$ cat src/hdl/assert_macros.svh
// assertion macros shared by the console cursor engine rtl
// depends on nothing; each macro expects a signal named clock and a signal named reset
`ifndef ASSERT_MACROS_SVH
`define ASSERT_MACROS_SVH

// property checked on every rising clock edge, switched off while reset is high
`define ASSERT_CLK(lbl, prop, msg) \
   lbl: assert property (@(posedge clock) disable iff (reset) (prop)) else $error(msg);

// implication checked on the following clock edge
`define ASSERT_NEXT(lbl, pre, post, msg) \
   lbl: assert property (@(posedge clock) disable iff (reset) (pre) |=> (post)) else $error(msg);

`endif

$ cat src/hdl/tcce_pkg.sv
// shared types, constants and helpers for the text console cursor engine
// no dependencies; used by text_console_cursor_engine
`default_nettype none

package tcce_pkg;

   // grid limits
   localparam int MaxRows     = 32;
   localparam int MaxColumns  = 256;
   localparam int TableDepth  = 32;
   localparam int RowLimit    = (MaxRows < TableDepth) ? MaxRows : TableDepth;
   localparam int ResultSlots = 4;

   // field widths
   localparam int CharWidth     = 8;
   localparam int ColumnWidth   = 8;
   localparam int RowWidth      = 5;
   localparam int GlyphWidth    = 7;
   localparam int RowsCfgWidth  = 6;
   localparam int CsrDataWidth  = 8;
   localparam int CsrIndexWidth = 1;
   localparam int SlotIdxWidth  = $clog2(ResultSlots);
   localparam int SlotCntWidth  = $clog2(ResultSlots + 1);

   // register reset values
   localparam logic [ColumnWidth-1:0]  ColumnsReset = 8'd160;
   localparam logic [RowsCfgWidth-1:0] RowsReset    = 6'd25;

   // character codes
   localparam logic [CharWidth-1:0]  CharLf      = 8'd10;
   localparam logic [CharWidth-1:0]  CharCr      = 8'd13;
   localparam logic [CharWidth-1:0]  CharSpace   = 8'd32;
   localparam logic [CharWidth-1:0]  CharTilde   = 8'd126;
   localparam logic [CharWidth-1:0]  CharDelete  = 8'd127;
   localparam logic [GlyphWidth-1:0] CursorGlyph = 7'd95;

   typedef enum logic [1:0] {
      CmdErase  = 2'd0,
      CmdDraw   = 2'd1,
      CmdScroll = 2'd2,
      CmdError  = 2'd3
   } command_type;

   typedef enum logic [CsrIndexWidth-1:0] {
      RegColumns = 1'b0,
      RegRows    = 1'b1
   } csr_index_type;

   typedef struct packed {
      command_type            command;
      logic [ColumnWidth-1:0] column;
      logic [RowWidth-1:0]    row;
      logic [GlyphWidth-1:0]  glyph;
   } result_type;

   function automatic result_type make_result(input command_type            cmd,
                                              input logic [ColumnWidth-1:0] col,
                                              input logic [RowWidth-1:0]    row,
                                              input logic [GlyphWidth-1:0]  glyph);
      result_type r;
      r.command = cmd;
      r.column  = col;
      r.row     = row;
      r.glyph   = glyph;
      return r;
   endfunction

endpackage

`default_nettype wire

$ cat src/hdl/text_console_cursor_engine.sv
// Flow: a byte is taken into the input register and moves on to the result register once
// that is free; the result register then offers the first cell command of the byte.
// Throughput: with rsp_ready high, one byte per cycle while each gives at most one command;
// a byte holds the result port until its commands (up to four) are taken, one per cycle.
// Reset clears cursor, the 32-entry line length table and the halt flag at once, and loads
// 160 columns and 25 rows; a byte that halts the block blocks further output until reset.
// depends on tcce_pkg and assert_macros.svh
`default_nettype none

`include "assert_macros.svh"

module text_console_cursor_engine (
   input  wire logic                                 clock,
   input  wire logic                                 reset,
   // byte transactions in
   input  wire logic                                 req_valid,
   output logic                                      req_ready,
   input  wire logic [tcce_pkg::CharWidth-1:0]       req_char_code,
   input  wire logic                                 req_first_of_string,
   input  wire logic                                 req_last_of_string,
   // cell command transactions out
   output logic                                      rsp_valid,
   input  wire logic                                 rsp_ready,
   output logic [1:0]                                rsp_command,
   output logic [tcce_pkg::ColumnWidth-1:0]          rsp_column,
   output logic [tcce_pkg::RowWidth-1:0]             rsp_row,
   output logic [tcce_pkg::GlyphWidth-1:0]           rsp_glyph,
   output logic                                      rsp_last_result,
   // register writes
   input  wire logic                                 csr_write_enable,
   input  wire logic [tcce_pkg::CsrIndexWidth-1:0]   csr_index,
   input  wire logic [tcce_pkg::CsrDataWidth-1:0]    csr_write_data
);

   localparam int ColW = tcce_pkg::ColumnWidth;
   localparam int RowW = tcce_pkg::RowWidth;

   // configuration registers
   logic [ColW-1:0]                       columns_in_use_ff;
   logic [tcce_pkg::RowsCfgWidth-1:0]     rows_in_use_ff;

   // input register
   logic                                  in_valid_ff, in_valid_in;
   logic [tcce_pkg::CharWidth-1:0]        in_char_ff;
   logic                                  in_first_ff;
   logic                                  in_last_ff;

   // console state
   logic [ColW-1:0]                       cursor_column_ff, cursor_column_in;
   logic [RowW-1:0]                       cursor_row_ff, cursor_row_in;
   logic [ColW-1:0]                       line_length_ff [tcce_pkg::TableDepth];
   logic [ColW-1:0]                       line_length_in [tcce_pkg::TableDepth];
   logic                                  halted_ff, halted_in;

   // result register
   logic                                  rsp_valid_ff;
   tcce_pkg::result_type                  rsp_list_ff [tcce_pkg::ResultSlots];
   logic [tcce_pkg::SlotIdxWidth-1:0]     rsp_idx_ff;
   logic [tcce_pkg::SlotIdxWidth-1:0]     rsp_last_ff;

   // per-byte work
   tcce_pkg::result_type                  list_in [tcce_pkg::ResultSlots];
   logic [tcce_pkg::SlotCntWidth-1:0]     count_in;
   logic [ColW-1:0]                       table_mid [tcce_pkg::TableDepth];
   logic                                  scroll;
   logic [tcce_pkg::RowsCfgWidth-1:0]     rows_eff;
   logic [RowW-1:0]                       rows_m1;
   logic [ColW:0]                         cols_eff;
   logic                                  wrap;
   logic                                  nl_scroll;
   logic [RowW-1:0]                       nl_row;
   logic [RowW-1:0]                       prev_row;
   logic                                  batch_free;
   logic                                  move;
   logic                                  rsp_take;

   // handshake
   assign rsp_take   = rsp_valid_ff && rsp_ready;
   assign batch_free = !rsp_valid_ff || (rsp_ready && (rsp_idx_ff == rsp_last_ff));
   assign move       = in_valid_ff && batch_free;
   assign req_ready  = !in_valid_ff || move;

   // effective grid size
   always_comb begin
      rows_eff = rows_in_use_ff;
      if (rows_eff == '0) begin
         rows_eff = tcce_pkg::RowsCfgWidth'(1);
      end
      if (rows_eff > tcce_pkg::RowsCfgWidth'(tcce_pkg::RowLimit)) begin
         rows_eff = tcce_pkg::RowsCfgWidth'(tcce_pkg::RowLimit);
      end
      rows_m1 = RowW'(rows_eff - tcce_pkg::RowsCfgWidth'(1));
      cols_eff = {1'b0, columns_in_use_ff};
      if (cols_eff > (ColW + 1)'(tcce_pkg::MaxColumns)) begin
         cols_eff = (ColW + 1)'(tcce_pkg::MaxColumns);
      end
   end

   // new line and wrap decisions from the current cursor
   assign wrap      = ({1'b0, cursor_column_ff} + (ColW + 1)'(1)) >= cols_eff;
   assign nl_scroll = !(cursor_row_ff < rows_m1);
   assign nl_row    = nl_scroll ? cursor_row_ff : cursor_row_ff + RowW'(1);
   assign prev_row  = cursor_row_ff - RowW'(1);

   // command list and next state for the byte in the input register
   always_comb begin
      cursor_column_in = cursor_column_ff;
      cursor_row_in    = cursor_row_ff;
      halted_in        = halted_ff;
      scroll           = 1'b0;
      count_in         = '0;
      table_mid        = line_length_ff;
      for (int i = 0; i < tcce_pkg::ResultSlots; i++) begin
         list_in[i] = tcce_pkg::make_result(tcce_pkg::CmdErase, '0, '0, '0);
      end

      if (!halted_ff) begin
         // erase the old cursor at the start of a string
         if (in_first_ff) begin
            list_in[count_in[tcce_pkg::SlotIdxWidth-1:0]] =
               tcce_pkg::make_result(tcce_pkg::CmdErase, cursor_column_ff, cursor_row_ff, '0);
            count_in = count_in + 1'b1;
         end

         if (in_char_ff >= tcce_pkg::CharSpace && in_char_ff <= tcce_pkg::CharTilde) begin
            // printable glyph
            list_in[count_in[tcce_pkg::SlotIdxWidth-1:0]] =
               tcce_pkg::make_result(tcce_pkg::CmdDraw, cursor_column_ff, cursor_row_ff,
                                     in_char_ff[tcce_pkg::GlyphWidth-1:0]);
            count_in = count_in + 1'b1;
            table_mid[cursor_row_ff] = cursor_column_ff;
            if (wrap) begin
               cursor_column_in = '0;
               cursor_row_in    = nl_row;
               scroll           = nl_scroll;
            end else begin
               cursor_column_in = cursor_column_ff + ColW'(1);
            end
         end else if (in_char_ff == tcce_pkg::CharLf || in_char_ff == tcce_pkg::CharCr) begin
            // carriage return and line feed
            cursor_column_in = '0;
            cursor_row_in    = nl_row;
            scroll           = nl_scroll;
         end else if (in_char_ff == tcce_pkg::CharDelete) begin
            // step back, across rows through the line length table
            if (cursor_column_ff != '0) begin
               cursor_column_in         = cursor_column_ff - ColW'(1);
               table_mid[cursor_row_ff] = cursor_column_ff - ColW'(1);
            end else if (cursor_row_ff != '0) begin
               table_mid[cursor_row_ff] = '0;
               cursor_row_in            = prev_row;
               cursor_column_in         = line_length_ff[prev_row];
            end
            list_in[count_in[tcce_pkg::SlotIdxWidth-1:0]] =
               tcce_pkg::make_result(tcce_pkg::CmdErase, cursor_column_in, cursor_row_in, '0);
            count_in = count_in + 1'b1;
         end else begin
            // unsupported code halts the block
            list_in[count_in[tcce_pkg::SlotIdxWidth-1:0]] =
               tcce_pkg::make_result(tcce_pkg::CmdError, cursor_column_ff, cursor_row_ff, '0);
            count_in  = count_in + 1'b1;
            halted_in = 1'b1;
         end

         // scroll up one row at the bottom
         if (scroll) begin
            list_in[count_in[tcce_pkg::SlotIdxWidth-1:0]] =
               tcce_pkg::make_result(tcce_pkg::CmdScroll, '0, rows_m1, '0);
            count_in = count_in + 1'b1;
         end

         // cursor after the last byte of a string
         if (in_last_ff && !halted_in) begin
            list_in[count_in[tcce_pkg::SlotIdxWidth-1:0]] =
               tcce_pkg::make_result(tcce_pkg::CmdDraw, cursor_column_in, cursor_row_in,
                                     tcce_pkg::CursorGlyph);
            count_in = count_in + 1'b1;
         end
      end

      // line length table, shifted up one row on a scroll
      for (int i = 0; i < tcce_pkg::TableDepth; i++) begin
         line_length_in[i] = table_mid[i];
         if (scroll) begin
            if (i == int'(rows_m1)) begin
               line_length_in[i] = '0;
            end else if (i < int'(rows_m1)) begin
               line_length_in[i] = table_mid[(i + 1) % tcce_pkg::TableDepth];
            end
         end
      end
   end

   // valid next state for the input register
   always_comb begin
      in_valid_in = in_valid_ff;
      if (req_valid && req_ready) begin
         in_valid_in = 1'b1;
      end else if (move) begin
         in_valid_in = 1'b0;
      end
   end

   // configuration registers
   always_ff @(posedge clock) begin
      if (reset) begin
         columns_in_use_ff <= tcce_pkg::ColumnsReset;
         rows_in_use_ff    <= tcce_pkg::RowsReset;
      end else if (csr_write_enable) begin
         unique case (csr_index)
            tcce_pkg::RegColumns: columns_in_use_ff <= csr_write_data[ColW-1:0];
            tcce_pkg::RegRows:    rows_in_use_ff    <= csr_write_data[tcce_pkg::RowsCfgWidth-1:0];
         endcase
      end
   end

   // input register
   always_ff @(posedge clock) begin
      if (reset) begin
         in_valid_ff <= 1'b0;
      end else begin
         in_valid_ff <= in_valid_in;
      end
   end

   always_ff @(posedge clock) begin
      if (req_valid && req_ready) begin
         in_char_ff  <= req_char_code;
         in_first_ff <= req_first_of_string;
         in_last_ff  <= req_last_of_string;
      end
   end

   // console state
   always_ff @(posedge clock) begin
      if (reset) begin
         cursor_column_ff <= '0;
         cursor_row_ff    <= '0;
         halted_ff        <= 1'b0;
         for (int i = 0; i < tcce_pkg::TableDepth; i++) begin
            line_length_ff[i] <= '0;
         end
      end else if (move) begin
         cursor_column_ff <= cursor_column_in;
         cursor_row_ff    <= cursor_row_in;
         halted_ff        <= halted_in;
         line_length_ff   <= line_length_in;
      end
   end

   // result register control
   always_ff @(posedge clock) begin
      if (reset) begin
         rsp_valid_ff <= 1'b0;
         rsp_idx_ff   <= '0;
      end else if (move) begin
         rsp_valid_ff <= (count_in != '0);
         rsp_idx_ff   <= '0;
      end else if (rsp_take) begin
         rsp_valid_ff <= (rsp_idx_ff != rsp_last_ff);
         rsp_idx_ff   <= rsp_idx_ff + 1'b1;
      end
   end

   // result register payload
   always_ff @(posedge clock) begin
      if (move) begin
         rsp_list_ff <= list_in;
         rsp_last_ff <= tcce_pkg::SlotIdxWidth'(count_in - 1'b1);
      end
   end

   // outputs
   assign rsp_valid       = rsp_valid_ff;
   assign rsp_command     = rsp_list_ff[rsp_idx_ff].command;
   assign rsp_column      = rsp_list_ff[rsp_idx_ff].column;
   assign rsp_row         = rsp_list_ff[rsp_idx_ff].row;
   assign rsp_glyph       = rsp_list_ff[rsp_idx_ff].glyph;
   assign rsp_last_result = (rsp_idx_ff == rsp_last_ff);

   // checks
   `ASSERT_CLK(a_halt_no_output, !(halted_ff && move && count_in != '0), "halted output")
   `ASSERT_NEXT(a_batch_holds, rsp_take && !rsp_last_result, rsp_valid, "list cut short")
   `ASSERT_CLK(a_error_is_last, !(rsp_valid && rsp_command == tcce_pkg::CmdError) || rsp_last_result, "error not final")

endmodule

`default_nettype wire
$ cat config.mk
export PLATFORM = sky130hd
export DESIGN_NAME = text_console_cursor_engine
export DESIGN_NICKNAME = d
export VERILOG_FILES = /design/src/hdl/tcce_pkg.sv /design/src/hdl/text_console_cursor_engine.sv
export VERILOG_INCLUDE_DIRS = /design/src /design/src/hdl
export SDC_FILE = /design/constraint.sdc
export NUM_CORES = 2
export LEC_CHECK = 0
export BUFFER_PORTS_ARGS = -buffer_cell sky130_fd_sc_hd__buf_2
export CAP_MARGIN = 20
export CORE_ASPECT_RATIO = 0.7
export CORE_MARGIN = 3
export CORE_UTILIZATION = 60
export DETAILED_ROUTE_END_ITERATION = 8
export PLACE_DENSITY_LB_ADDON = 0.25
export REMOVE_ABC_BUFFERS = 1
export SKIP_LAST_GASP = 1
export SYNTH_ARGS = -nofsm -noshare
export SYNTH_HDL_FRONTEND = slang
export SYNTH_SLANG_ARGS = --single-unit
$ cat constraint.sdc
create_clock -name clock -period 11.2 [get_ports clock]
set_input_delay 0 -clock clock [delete_from_list [all_inputs] [get_ports clock]]
set_output_delay 0 -clock clock [all_outputs]
set_load 0.03 [all_outputs]
==> summary.md <==
| Metric | Value |
|---|---|
| Status | `finished, final reports clean` |
| Asr flop ratio synth | `0` |
| Worst path required time | `around 12000 ps` |
| IO Pins | `49` |
| Antenna diode count | `0` |
| Gpl congestion | `between 1 and 1.5` |
| Worst setup SP type | `flip-flop` |
| Area of the core | `about 40000 µm²` |
| Layout cell share with drive strength beyond 1 | `0.125` |
| Via density | `7.64` |
| Yosys warns | `0` |
| Top Family by Delay on Critical Path | `simple AND/OR/NAND/NOR gates` |
| Layout area overhead | `9.41%` |
| Total GRT Usage | `0.441` |
| Worst Skew | `between 20 and 25 ps` |
| Fin crit share | `0.605` |
| Syn Area/Cell | `about 8.9 µm²` |
| Internal power component | `between 2000 and 2500 µW` |
| Clk buf depth | `3` |
| H-tree Lvls | `2` |
| Sequential cell area fraction in the yosys report | `0.342` |
| Post-synth top cells | `nand2_1 (341), o21ai_0 (335), dfxtp_1 (288)` |
| Relative slew slack | `0.149` |
| Clk slew on worst S/H paths | `around 60 ps` |
| Die Height | `175 µm` |
| IO Port Bufs | `48` |
| Largest area contributor in the netlist | `dfxtp_1` |
| Largest family of logic cells by synthesized area | `compound AO/OA/AOI/OAI gates` |
| CTS Sinks | `374` |
| Drt drc | `0` |
| Hold Vio Cnt, Final | `0` |
| Post-Synth Adder-Cell Area | `0.0180` |
| Logic pwr share | `0.193` |
| Data arrival, critical path | `7140 ps` |
| Drt first pass iters | `7` |
| Postcts setup bufs | `0` |
| Mux contribution to synthesized area | `0.181` |
| Power density over cell area | `approximately 130 nW/µm²` |
| Initial core utilization | `0.611` |
| Cts bufs inserted | `40` |
| FMAX | `about 0.15 GHz` |
| Library cell with the highest instance count after synthesis | `nand2_1` |
| First-pass GRT wire length | `~150000 µm` |
| CTS tree | `built` |
| Mapped cell area | `between 20000 and 25000 µm²` |
| Distinct cells, synth | `92` |
| Global route overflow | `0` |
| Clock latency on the worst-skew pair | `about 560 ps` |
| Largest net degree at the start of global routing | `between 150 and 200` |
| Synth area leaders | `dfxtp_1 (24%), edfxtp_1 (11%), mux2i_1 (8.7%)` |
| Period minus WS final | `slightly below 7000 ps` |
| Hold Buf Count CTS | `37` |
| Overall Power | `roughly 3400 µW` |
| Synth Area in Compound Gates | `0.279` |
| Static Leak | `~0.0095 µW` |
| Critical path cell sequence | `nor4_1 > o21ai_1 > ha_1 > xnor2_1 > inv_1 > ha_1 > and3_1 > a21oi_1 > and3_1 > or3_1 > nor2_1 > xnor2_1 > inv_1 > ha_1 > a21oi_1 > o211ai_1 > o32ai_1` |
| Die footprint | `roughly 43000 µm²` |
| Vias in the first global route | `approximately 23000` |
| Fillers | `3151` |
| Cell Rows | `61` |
| NetSw | `about 1100 µW` |
| Final cell count without fillers | `between 3000 and 4000` |
| Reg power frac | `0.417` |
| Synth Area in XOR/XNOR | `0.00718` |
| Slowest Stage Delay on Critical Path | `roughly 740 ps` |
| Vias | `roughly 25000` |
| Total of max-cap violations | `0` |
| Resized cells post-CTS | `0` |
| Slowest CP cell | `xnor2_1` |
| Post-synthesis sequential element count | `374` |
| RSZ-0062 raised after global routing | `false` |
| Wire length per cell | `29.7 µm` |
| Antenna viol nets, final | `0` |
| Post-synth EDFFs | `86` |
| Least-Margin Pin Slew | `between 1000 and 1500 ps` |
| Area share of the largest cell type after synthesis | `0.236` |
| Post-synth top flop | `dfxtp_1` |
| Worst Hold Margin | `approximately 54 ps` |
| Crit Path Class | `reg2reg` |
| Buf/Inv on CP | `2` |
| Die width | `approximately 250 µm` |
| Switching Share | `0.320` |
| DP Wirelength | `~70000 µm` |
| Peak VDD IR | `roughly 120 µV` |
| Synth Instances | `about 2800` |
| Final setup viols | `0` |
| Worst setup EP type | `flip-flop` |
| DP Cell Count | `between 3000 and 4000` |
| Final max-slew violation count | `0` |
| Clock root buffer | `clkbuf_16` |
| DRT Wirelength | `97600 µm` |
| Final setup TNS | `0 ps` |
| Initial DRC count | `about 4600` |
| Synth Area in Simple Gates | `0.134` |
| Most frequent CP cell | `ha_1` |
| Layout Nets | `roughly 2800` |
| Crit Path Max Fanout | `11` |
| Initial antenna violation count | `3` |
| Clock network power share | `0.390` |
| Hold crit path type | `in2reg` |
layout by cell type, fill, tap and decap left out, drive strengths merged, types with 8 or more instances in the layout:
master	synthesis	final
a211oi	24	24
nor2	178	178
o21ai	350	350
buf	39	104
mux2	24	24
a22oi	73	73
o22ai	82	82
a21oi	148	148
xor2	8	8
a32o	21	21
dlygate4sd3	0	37
nor4	8	8
and3	14	14
o21a	21	21
clkbuf	169	60
or2	13	13
nor3	41	41
or3	9	9
nand2b	24	24
a22o	153	153
dfxtp	288	288
a21o	15	15
nor2b	9	9
xnor2	12	12
mux2i	211	211
edfxtp	86	86
mux4	90	90
nand4	9	9
o211ai	26	26
ha	35	35
nand3	41	41
a211o	14	14
inv	35	37
a31oi	19	19
a221oi	8	8
and2	11	11
nand2	345	345
cell type report:
class	instances	area, µm²	share of cell area
timing repair buffer	141	1070	0.0400
multi-input combinational	2134	15200	0.570
clock inverter	9	75.1	0.00281
sequential	374	8350	0.313
tap	535	669	0.0251
clock buffer	60	1180	0.0444
inverter	36	135	0.00506
path summary, 6_finish.rpt:
check | startpoint | to | slack, ps | cells after the start
setup / recovery | rows_in_use_ff[2] | rsp_list_ff[84] | 4430 | 17
hold / removal | reset | rsp_valid | 50 | 2
setup reg to reg | rows_in_use_ff[2] | rsp_list_ff[84] | 4430 | 17
hold reg to reg | line_length_ff[74] | line_length_ff[74] | 470 | 2
registers in the layout (all words and copies together) (netlist names), 2 cells and up:
signal             count
cursor_row_ff          5
columns_in_use_ff      8
rsp_last_ff            2
rsp_idx_ff             2
in_char_ff             8
rsp_list_ff           74
cursor_column_ff       8
rows_in_use_ff         6
line_length_ff       256
power groups by stage:
| stage | clock network (µW) | logic (µW) | registers (µW) |
|---|---|---|---|
| after CTS | 1330 | 621 | 1440 |
| after detailed placement | 0 | 609 | 1460 |
| after global placement | 0 | 602 | 1460 |
| after floorplan | 0 | 354 | 1480 |
| after global routing | 1390 | 682 | 1440 |
| final | 1340 | 667 | 1440 |
through the flow:
stage	utilization	area, µm²	setup slack, ps
global route	0.669	26700	4080
global placement	0.626	25000	4990
detailed placement	0.626	25000	4690
finish	0.669	26700	4430
CTS	0.667	26600	4670
floorplan	-	23600	-1210
metal layers:
layer	vias to the layer above	routed length [µm]	share of wire	GRT usage
li1	10495	-	-	-
met1	12108	38300	0.39	0.629
met2	2176	37900	0.39	0.586
met3	353	17400	0.18	0.196
met4	4	4000	0.041	0.159
met5	-	30	0.00031	0.00226
cell families after synthesis:
logic type	count (synthesis)
XOR/XNOR	20
flip-flops	374
buffers and inverters	244
multiplexers	325
AO/OA/AOI/OAI	1027
adder cells (fa/ha/maj)	35
AND/OR/NAND/NOR	727
(Power assumes the default switching activity.)
